[src/rtl/csus_pkg.sv]
// Package: shared types, register indexes and constants for the CAN signal decoder.
`timescale 1ns / 1ps
`default_nettype none

package csus_pkg;

  localparam int FRAME_BYTES_DEF = 8;
  localparam int FRAME_BITS      = 64;
  localparam int MAX_SIG_BITS    = 32;
  localparam int RAW_W           = 33;
  localparam int SCALE_W         = 32;
  localparam int OFFSET_W        = 48;
  localparam int PHYS_W          = 64;
  localparam int CFG_IDX_W       = 3;
  localparam int CFG_DATA_W      = 48;
  localparam int OUT_TDATA_W     = 104;

  // Configuration register indexes
  typedef enum logic [CFG_IDX_W-1:0] {
    REG_START_BIT  = 3'd0,
    REG_BIT_LENGTH = 3'd1,
    REG_BIG_ENDIAN = 3'd2,
    REG_IS_SIGNED  = 3'd3,
    REG_SCALE      = 3'd4,
    REG_OFFSET     = 3'd5
  } reg_idx_e;

  // Layout settings used by the bit extraction stages
  typedef struct packed {
    logic [5:0] start_bit;
    logic [5:0] bit_length;
    logic       big_endian;
    logic       is_signed;
  } ext_cfg_t;

  // Arithmetic settings used by the scaling stages
  typedef struct packed {
    logic signed [SCALE_W-1:0]  scale_q16;
    logic signed [OFFSET_W-1:0] offset_q16;
  } scl_cfg_t;

endpackage

`default_nettype wire

[src/rtl/csus_extract.sv]
// Bit extraction pipeline: frame masking, field shift, orientation and sign extension.
`timescale 1ns / 1ps
`default_nettype none

module csus_extract #(
  parameter int FRAME_BYTES = csus_pkg::FRAME_BYTES_DEF
) (
  input  wire                                  clk,
  input  wire                                  rst_n,
  input  csus_pkg::ext_cfg_t                   cfg,
  input  wire                                  in_valid,
  output logic                                 in_ready,
  input  wire  [csus_pkg::FRAME_BITS-1:0]      in_frame,
  output logic                                 out_valid,
  input  wire                                  out_ready,
  output logic signed [csus_pkg::RAW_W-1:0]    out_raw
);

  localparam int FB = csus_pkg::FRAME_BITS;
  localparam int SW = csus_pkg::MAX_SIG_BITS;

  // stage A: masked frame, bytes bit-reversed for Motorola layout
  logic          a_valid_r, a_valid_nxt;
  logic [FB-1:0] a_frame_r, a_frame_nxt;
  // stage B: field bits aligned at bit 0, trimmed to length
  logic          b_valid_r, b_valid_nxt;
  logic [SW-1:0] b_bits_r, b_bits_nxt;
  // stage C: raw value
  logic                                 c_valid_r, c_valid_nxt;
  logic signed [csus_pkg::RAW_W-1:0]    c_raw_r, c_raw_nxt;

  logic          a_ready, b_ready, c_ready;
  logic [FB-1:0] byte_mask, masked, swapped;
  logic [5:0]    len, msb_lin, shamt, rshift;
  logic [SW:0]   one_sh;
  logic [SW-1:0] len_mask, shifted, rev, u;
  logic          sign_bit;

  assign c_ready  = !c_valid_r || out_ready;
  assign b_ready  = !b_valid_r || c_ready;
  assign a_ready  = !a_valid_r || b_ready;
  assign in_ready = a_ready;

  // clamp length, map Motorola start bit to linear numbering
  assign len     = (cfg.bit_length > 6'(SW)) ? 6'(SW) : cfg.bit_length;
  assign msb_lin = {cfg.start_bit[5:3], ~cfg.start_bit[2:0]};
  assign shamt   = cfg.big_endian ? msb_lin : cfg.start_bit;
  assign one_sh  = (SW+1)'(1) << len;
  assign len_mask = SW'(one_sh - (SW+1)'(1));
  assign rshift  = 6'(SW) - len;

  always_comb begin
    for (int k = 0; k < 8; k++) begin
      byte_mask[8*k +: 8] = (k < FRAME_BYTES) ? 8'hFF : 8'h00;
    end
    masked = in_frame & byte_mask;
    for (int i = 0; i < FB; i++) begin
      swapped[i] = masked[(i & ~7) | (7 - (i & 7))];
    end
  end

  assign shifted = SW'(a_frame_r >> shamt);

  always_comb begin
    for (int i = 0; i < SW; i++) begin
      rev[i] = b_bits_r[SW-1-i];
    end
    u        = cfg.big_endian ? (rev >> rshift) : b_bits_r;
    sign_bit = cfg.is_signed && (|(u & SW'(one_sh >> 1)));
  end

  always_comb begin
    a_valid_nxt = a_ready ? in_valid : a_valid_r;
    a_frame_nxt = (a_ready && in_valid) ? (cfg.big_endian ? swapped : masked) : a_frame_r;
    b_valid_nxt = b_ready ? a_valid_r : b_valid_r;
    b_bits_nxt  = (b_ready && a_valid_r) ? (shifted & len_mask) : b_bits_r;
    c_valid_nxt = c_ready ? b_valid_r : c_valid_r;
    if (c_ready && b_valid_r) begin
      c_raw_nxt = sign_bit ? ({1'b0, u} - one_sh) : {1'b0, u};
    end else begin
      c_raw_nxt = c_raw_r;
    end
  end

  always_ff @(posedge clk) begin
    if (!rst_n) begin
      a_valid_r <= 1'b0;
      b_valid_r <= 1'b0;
      c_valid_r <= 1'b0;
    end else begin
      a_valid_r <= a_valid_nxt;
      b_valid_r <= b_valid_nxt;
      c_valid_r <= c_valid_nxt;
    end
  end

  always_ff @(posedge clk) begin
    a_frame_r <= a_frame_nxt;
    b_bits_r  <= b_bits_nxt;
    c_raw_r   <= c_raw_nxt;
  end

  assign out_valid = c_valid_r;
  assign out_raw   = c_raw_r;

  // refusing input means every stage is occupied
  a_full_when_blocked: assert property (@(posedge clk) disable iff (!rst_n)
    !in_ready |-> (a_valid_r && b_valid_r && c_valid_r && !out_ready))
    else $error("extract refused input with a free stage");

endmodule

`default_nettype wire

[src/rtl/csus_scale.sv]
// Scaling pipeline: raw times factor, then offset add with saturation.
`timescale 1ns / 1ps
`default_nettype none

module csus_scale (
  input  wire                                  clk,
  input  wire                                  rst_n,
  input  csus_pkg::scl_cfg_t                   cfg,
  input  wire                                  in_valid,
  output logic                                 in_ready,
  input  wire  signed [csus_pkg::RAW_W-1:0]    in_raw,
  output logic                                 out_valid,
  input  wire                                  out_ready,
  output logic signed [csus_pkg::RAW_W-1:0]    out_raw,
  output logic signed [csus_pkg::PHYS_W-1:0]   out_phys,
  output logic                                 out_sat
);

  localparam int PW = csus_pkg::PHYS_W;
  localparam int RW = csus_pkg::RAW_W;
  localparam int OW = csus_pkg::OFFSET_W;

  // stage D: product
  logic                 d_valid_r, d_valid_nxt;
  logic signed [RW-1:0] d_raw_r, d_raw_nxt;
  logic signed [PW-1:0] d_prod_r, d_prod_nxt;
  // stage E: output register
  logic                 e_valid_r, e_valid_nxt;
  logic signed [RW-1:0] e_raw_r, e_raw_nxt;
  logic signed [PW-1:0] e_phys_r, e_phys_nxt;
  logic                 e_sat_r, e_sat_nxt;

  logic                 d_ready, e_ready;
  logic signed [PW:0]   prod_full;
  logic [PW:0]          sum;
  logic [PW-1:0]        sat_val;
  logic                 ovf;

  assign e_ready  = !e_valid_r || out_ready;
  assign d_ready  = !d_valid_r || e_ready;
  assign in_ready = d_ready;

  assign prod_full = in_raw * cfg.scale_q16;

  // 65-bit sum; top two bits differ on overflow
  assign sum     = {d_prod_r[PW-1], d_prod_r} + {{(PW+1-OW){cfg.offset_q16[OW-1]}}, cfg.offset_q16};
  assign ovf     = sum[PW] ^ sum[PW-1];
  assign sat_val = sum[PW] ? {1'b1, {(PW-1){1'b0}}} : {1'b0, {(PW-1){1'b1}}};

  always_comb begin
    d_valid_nxt = d_ready ? in_valid : d_valid_r;
    d_raw_nxt   = (d_ready && in_valid) ? in_raw : d_raw_r;
    d_prod_nxt  = (d_ready && in_valid) ? prod_full[PW-1:0] : d_prod_r;
    e_valid_nxt = e_ready ? d_valid_r : e_valid_r;
    if (e_ready && d_valid_r) begin
      e_raw_nxt  = d_raw_r;
      e_phys_nxt = ovf ? sat_val : sum[PW-1:0];
      e_sat_nxt  = ovf;
    end else begin
      e_raw_nxt  = e_raw_r;
      e_phys_nxt = e_phys_r;
      e_sat_nxt  = e_sat_r;
    end
  end

  always_ff @(posedge clk) begin
    if (!rst_n) begin
      d_valid_r <= 1'b0;
      e_valid_r <= 1'b0;
    end else begin
      d_valid_r <= d_valid_nxt;
      e_valid_r <= e_valid_nxt;
    end
  end

  always_ff @(posedge clk) begin
    d_raw_r  <= d_raw_nxt;
    d_prod_r <= d_prod_nxt;
    e_raw_r  <= e_raw_nxt;
    e_phys_r <= e_phys_nxt;
    e_sat_r  <= e_sat_nxt;
  end

  assign out_valid = e_valid_r;
  assign out_raw   = e_raw_r;
  assign out_phys  = e_phys_r;
  assign out_sat   = e_sat_r;

  a_blocked_full: assert property (@(posedge clk) disable iff (!rst_n)
    !in_ready |-> (d_valid_r && e_valid_r && !out_ready))
    else $error("scale refused input with a free stage");

  a_sat_at_limit: assert property (@(posedge clk) disable iff (!rst_n)
    (e_valid_r && e_sat_r) |->
      (e_phys_r == {1'b1, {(PW-1){1'b0}}} || e_phys_r == {1'b0, {(PW-1){1'b1}}}))
    else $error("saturation flag without a clipped value");

endmodule

`default_nettype wire

[src/rtl/can_signal_unpack_scale.sv]
// Top level: CAN payload signal decoder with config registers and a 5-stage pipeline.
// Pipeline: five register stages
//   (mask, field shift, orient/sign, multiply, offset/saturate as the output register).
// Throughput: one item per cycle; a stage stalls only when it and all later stages are full.
// Reset: rst_n synchronous, active low; clears all valid bits and loads start 0, length 8,
//   Intel, unsigned, scale 1.0 and offset 0 into the config registers.
`timescale 1ns / 1ps
`default_nettype none

module can_signal_unpack_scale #(
  parameter int FRAME_BYTES = csus_pkg::FRAME_BYTES_DEF   // payload bytes present, 1..8
) (
  input  wire                                     clk,
  input  wire                                     rst_n,
  // configuration write channel
  input  wire                                     cfg_valid,
  output logic                                    cfg_ready,
  input  wire  [csus_pkg::CFG_IDX_W-1:0]          cfg_index,
  input  wire  [csus_pkg::CFG_DATA_W-1:0]         cfg_data,
  // input channel
  input  wire                                     in_tvalid,
  output logic                                    in_tready,
  input  wire  [csus_pkg::FRAME_BITS-1:0]         in_tdata,   // [63:0] frame_bytes
  // result channel
  output logic                                    out_tvalid,
  input  wire                                     out_tready,
  output logic [csus_pkg::OUT_TDATA_W-1:0]        out_tdata,  // [32:0] raw_value,
                                                              // [96:33] physical_value,
                                                              // [103:97] zero
  output logic                                    out_tuser   // [0] saturated
);

  localparam int RW = csus_pkg::RAW_W;
  localparam int PW = csus_pkg::PHYS_W;

  // config registers
  logic [5:0]                         start_bit_r, start_bit_nxt;
  logic [5:0]                         bit_length_r, bit_length_nxt;
  logic                               big_endian_r, big_endian_nxt;
  logic                               is_signed_r, is_signed_nxt;
  logic [csus_pkg::SCALE_W-1:0]       scale_r, scale_nxt;
  logic [csus_pkg::OFFSET_W-1:0]      offset_r, offset_nxt;

  csus_pkg::ext_cfg_t                 ext_cfg;
  csus_pkg::scl_cfg_t                 scl_cfg;

  logic                               mid_valid, mid_ready;
  logic signed [RW-1:0]               mid_raw;
  logic signed [RW-1:0]               res_raw;
  logic signed [PW-1:0]               res_phys;
  logic                               cfg_wr;

  // registers are always writable; the user keeps the pipeline idle around writes
  assign cfg_ready = 1'b1;
  assign cfg_wr    = cfg_valid && cfg_ready;

  always_comb begin
    start_bit_nxt  = start_bit_r;
    bit_length_nxt = bit_length_r;
    big_endian_nxt = big_endian_r;
    is_signed_nxt  = is_signed_r;
    scale_nxt      = scale_r;
    offset_nxt     = offset_r;
    if (cfg_wr) begin
      case (cfg_index)
        csus_pkg::REG_START_BIT:  start_bit_nxt  = cfg_data[5:0];
        csus_pkg::REG_BIT_LENGTH: bit_length_nxt = cfg_data[5:0];
        csus_pkg::REG_BIG_ENDIAN: big_endian_nxt = cfg_data[0];
        csus_pkg::REG_IS_SIGNED:  is_signed_nxt  = cfg_data[0];
        csus_pkg::REG_SCALE:      scale_nxt      = cfg_data[csus_pkg::SCALE_W-1:0];
        csus_pkg::REG_OFFSET:     offset_nxt     = cfg_data[csus_pkg::OFFSET_W-1:0];
        default: ;  // drop writes to unused indexes
      endcase
    end
  end

  always_ff @(posedge clk) begin
    if (!rst_n) begin
      start_bit_r  <= 6'd0;
      bit_length_r <= 6'd8;
      big_endian_r <= 1'b0;
      is_signed_r  <= 1'b0;
      scale_r      <= 32'h0001_0000;   // 1.0 in Q16.16
      offset_r     <= '0;
    end else begin
      start_bit_r  <= start_bit_nxt;
      bit_length_r <= bit_length_nxt;
      big_endian_r <= big_endian_nxt;
      is_signed_r  <= is_signed_nxt;
      scale_r      <= scale_nxt;
      offset_r     <= offset_nxt;
    end
  end

  assign ext_cfg.start_bit  = start_bit_r;
  assign ext_cfg.bit_length = bit_length_r;
  assign ext_cfg.big_endian = big_endian_r;
  assign ext_cfg.is_signed  = is_signed_r;
  assign scl_cfg.scale_q16  = scale_r;
  assign scl_cfg.offset_q16 = offset_r;

  // stages A..C: pull the signal out of the payload
  csus_extract #(
    .FRAME_BYTES (FRAME_BYTES)
  ) u_extract (
    .clk       (clk),
    .rst_n     (rst_n),
    .cfg       (ext_cfg),
    .in_valid  (in_tvalid),
    .in_ready  (in_tready),
    .in_frame  (in_tdata),
    .out_valid (mid_valid),
    .out_ready (mid_ready),
    .out_raw   (mid_raw)
  );

  // stages D..E: scale, add offset, saturate; stage E is the output register
  csus_scale u_scale (
    .clk       (clk),
    .rst_n     (rst_n),
    .cfg       (scl_cfg),
    .in_valid  (mid_valid),
    .in_ready  (mid_ready),
    .in_raw    (mid_raw),
    .out_valid (out_tvalid),
    .out_ready (out_tready),
    .out_raw   (res_raw),
    .out_phys  (res_phys),
    .out_sat   (out_tuser)
  );

  // pack result fields, raw first, pad to whole bytes
  assign out_tdata = {{(csus_pkg::OUT_TDATA_W - RW - PW){1'b0}}, res_phys, res_raw};

  a_len_write: assert property (@(posedge clk) disable iff (!rst_n)
    (cfg_wr && cfg_index == csus_pkg::REG_BIT_LENGTH) |=> bit_length_r == $past(cfg_data[5:0]))
    else $error("bit length register missed a write");

endmodule

`default_nettype wire
[config.mk]
export PLATFORM = sky130hd
export DESIGN_NAME = can_signal_unpack_scale
export DESIGN_NICKNAME = d
export VERILOG_FILES = /design/src/rtl/csus_pkg.sv /design/src/rtl/csus_extract.sv /design/src/rtl/csus_scale.sv /design/src/rtl/can_signal_unpack_scale.sv
export SDC_FILE = /design/constraint.sdc
export NUM_CORES = 2
export LEC_CHECK = 0
export BUFFER_PORTS_ARGS = -buffer_cell sky130_fd_sc_hd__buf_2
export CORE_AREA = 2 2 658 398
export DETAILED_ROUTE_END_ITERATION = 7
export DIE_AREA = 0 0 660 400
export SLEW_MARGIN = 15
export SYNTH_ARGS = -nofsm -noshare
export SYNTH_HDL_FRONTEND = slang
export SYNTH_SLANG_ARGS = --single-unit
[constraint.sdc]
create_clock -name clk -period 23.8 [get_ports clk]
set_clock_uncertainty 0.05 [all_clocks]
set_input_delay 4.76 -clock clk [delete_from_list [all_inputs] [get_ports clk]]
set_output_delay 4.76 -clock clk [all_outputs]
set_load 0.01 [all_outputs]
==> metrics.txt <==
Die H=400 um; TritonCTS clock tree=yes; max cap viols=0; pin count of the biggest net entering global routing=90; Critical Path Source=out_tready; GPL Wtd Cong=0.994; f_max=91.9 MHz; Setup Viol. Count Final=0; Syn Inst Count=6,701; initial core utilization=24.8%; status=complete, no violations; 1st-pass router iterations=6; final cell count without fillers=10,200; Max IR drop VDD=0.0000608 V; CTS Hold Bufs=0; nets=8,196; Rows=145; total number of vias=49,700; post-DP HPWL=173 mm; Residual DRC=0; initial drt markers=5,343; setup TNS=0 ps; Synth warnings=0; Final min period=10,880 ps; average wire per standard cell=22.2 um; EDFF count, synth=324; root buf cell=clkbuf_16; core area=259,000 um^2; R2R setup slack=14,260 ps; ys flop type=edfxtp_1; # clock sinks=423; sequential area share after synthesis=18.2%; first-pass GRT wire length=341 mm; maximum buffer depth of the clock tree=3; vias in the first global route=51,500; register bit total from synthesis=423; Register Area=11,700 um^2; Placed Cells=10,100; critical path capture point type=primary output; Hold WC Path Type=reg -> reg; critical path endpoint=in_tready; pwr dens=45.8 nW/um^2; Global Route Usage Sum=17.2%; WS Path Type=in -> out; Fin Hold WS=371 ps; RSZ-0062 raised after global routing=no; # fillers=27,200; Worst-Margin Slew=1260 ps; CP arrival=6070 ps; share of post-route cells with drive strength above 1=8.98%; final hold vios=0; r2r startpoint=u_extract.out_raw[10]$_DFFE_PP_; Congestion Overflow GR=0; crit path max fanout=6; worst reg-to-reg path cell count=26; # resized after CTS=0; Reg-to-Reg End=u_scale.d_prod_r[60]$_DFFE_PP_; Slew Viols, Final=0; average size of a mapped cell=9.58 um^2; final wirelength=226 mm; antenna violations before repair=17; DIE AREA=264,000 um^2; P&R area growth vs syn=10.2%; I/O pin cnt=228; CP Data Required Time=18,990 ps; postcts setup bufs=0; slew margin rel.=15.2%; Die X=660 um; Pleak=31.4 nW; IO Port Bufs=219; multi-input combinational cell area=47,000 um^2; clk_lat worst skew=680 ps; post-route ant nets=0; critical path startpoint category=primary input; FFs w/ async S/R, synth=0%; mapped cell area=64,200 um^2; Netlist cell types=103; H-tree Lvls=2; vias per cell=4.87; Num CTS Buffers=53; Worst-path clk slew=60 ps; Tcrit/Tclk final=45.7%
cell usage after synthesis, types with 42 or more instances:
library cell     n  area share (%)
a211oi_1        52            0.61
a21boi_0        92             1.1
a21o_1          80            0.94
a21oi_1        244             1.9
and2_1         551             5.4
and3_1          42            0.41
clkbuf_1       329             1.9
dfxtp_1         99             3.1
edfxtp_1       324              15
fa_1          1105              34
ha_1           287             5.6
inv_1         1056             6.2
mux2_2          84             1.5
mux2i_1        259             4.0
nand2_1        904             5.3
nand3_1         66            0.51
nor2_1         198             1.2
o21ai_0        155             1.2
xnor2_1        122             1.7
xor2_1          56            0.76
metrics by stage:
stage | utilization, % | setup WS [ps] | total power, mW | area [um^2]
floorplan | - | 11180 | 1.88 | 64200
global route | 27.4 | 12880 | 3.44 | 70800
detailed placement | 26.7 | 12940 | 2.36 | 68900
global placement | 26.7 | 12930 | 2.35 | 68900
CTS | 27.4 | 12930 | 3.24 | 70800
finish | 27.4 | 12920 | 3.24 | 70800
worst min-delay path by stage:
stage	startpoint	to	slack [ps]	depth (start not counted)
3_5_place_dp	u_scale.d_raw_r[30]$_DFFE_PP_	u_scale.out_raw[30]$_DFFE_PP_	360	0
4_1_cts	u_scale.d_raw_r[5]$_DFFE_PP_	u_scale.out_raw[5]$_DFFE_PP_	370	0
3_3_place_gp	u_scale.d_raw_r[2]$_DFFE_PP_	u_scale.out_raw[2]$_DFFE_PP_	360	0
5_1_grt	u_scale.d_raw_r[28]$_DFFE_PP_	u_scale.out_raw[28]$_DFFE_PP_	380	0
6_report	u_scale.d_raw_r[5]$_DFFE_PP_	u_scale.out_raw[5]$_DFFE_PP_	370	0
2_1_floorplan	u_scale.d_raw_r[0]$_DFFE_PP_	u_scale.out_raw[0]$_DFFE_PP_	350	0
critical path, stage by stage:
cell and delay [ps]:
buf_2 100, nor2b_1 440, and3_1 460, nand3_1 140
buf_2 160
report_power, final:
group          internal, mW  switching, mW
registers             0.866         0.0325
logic                 0.549          0.933
clock network         0.487          0.372
total                  1.90           1.34
layout by cell type (no fill, tap or decap), types with 14 or more instances in the layout:
cell	n
a21boi_0	90
buf_4	101
a211oi_1	52
nor2b_1	39
nand3_1	65
and3_1	41
o21ai_0	155
xor2_1	54
clkbuf_16	54
o21bai_1	35
inv_1	1055
nor2_1	197
edfxtp_1	324
o31ai_1	14
o21a_1	28
a311oi_1	16
and2_1	551
a21o_1	80
mux4_2	21
a21oi_1	244
nor3_1	32
mux2i_1	259
dfxtp_1	74
o21ai_1	22
xnor2_1	119
buf_2	219
dfxtp_2	24
fa_1	1104
mux2_2	84
nand2b_1	33
nand4_1	31
a31oi_1	40
o211ai_1	14
ha_1	287
nand2_1	904
state kept, by name, summed over array words and instances, names as in the netlist, 6 cells and up:
name,flops
u_scale.d_raw_r,33
u_scale.d_prod_r,64
offset_r,48
u_extract.b_bits_r,32
start_bit_r,6
scale_r,32
u_scale.out_raw,33
u_extract.out_raw,33
u_scale.out_phys,64
bit_length_r,6
u_extract.a_frame_r,64
layout make-up:
| type | instances | area share (%) |
|---|---|---|
| diodes | 10 | 0.0354 |
| clock buffers | 59 | 1.98 |
| clock inverters | 41 | 0.605 |
| inverters | 1062 | 5.64 |
| multi-input cells | 4824 | 66.4 |
| flip-flops and latches | 423 | 16.6 |
| well taps | 3454 | 6.11 |
| repair buffers | 320 | 2.62 |
logic make-up (layout without fill, tap and decap cells):
kind of cell             Yosys count  in the layout  synth area share [%]
other                              2             18                0.0117
XOR/XNOR                         178            178                  2.43
AO/OA/AOI/OAI                    911            911                  9.31
buffers and inverters           1460           1482                  8.79
AND/OR/NAND/NOR                 1958           1958                  14.7
multiplexers                     371            371                  6.37
adder cells (fa/ha/maj)         1398           1398                  40.1
flip-flops                       423            423                  18.2
per-layer routing:
metal | track usage [%] | vias to the layer above | part of all wire (%)
met4 | 4.23 | 4 | 2.5
met2 | 24.8 | 2531 | 41
met3 | 5.26 | 263 | 12
li1 | - | 21300 | -
met5 | 0 | - | 0.011
met1 | 24.9 | 25500 | 45
Note: power is estimated with default switching activity, not from simulation.
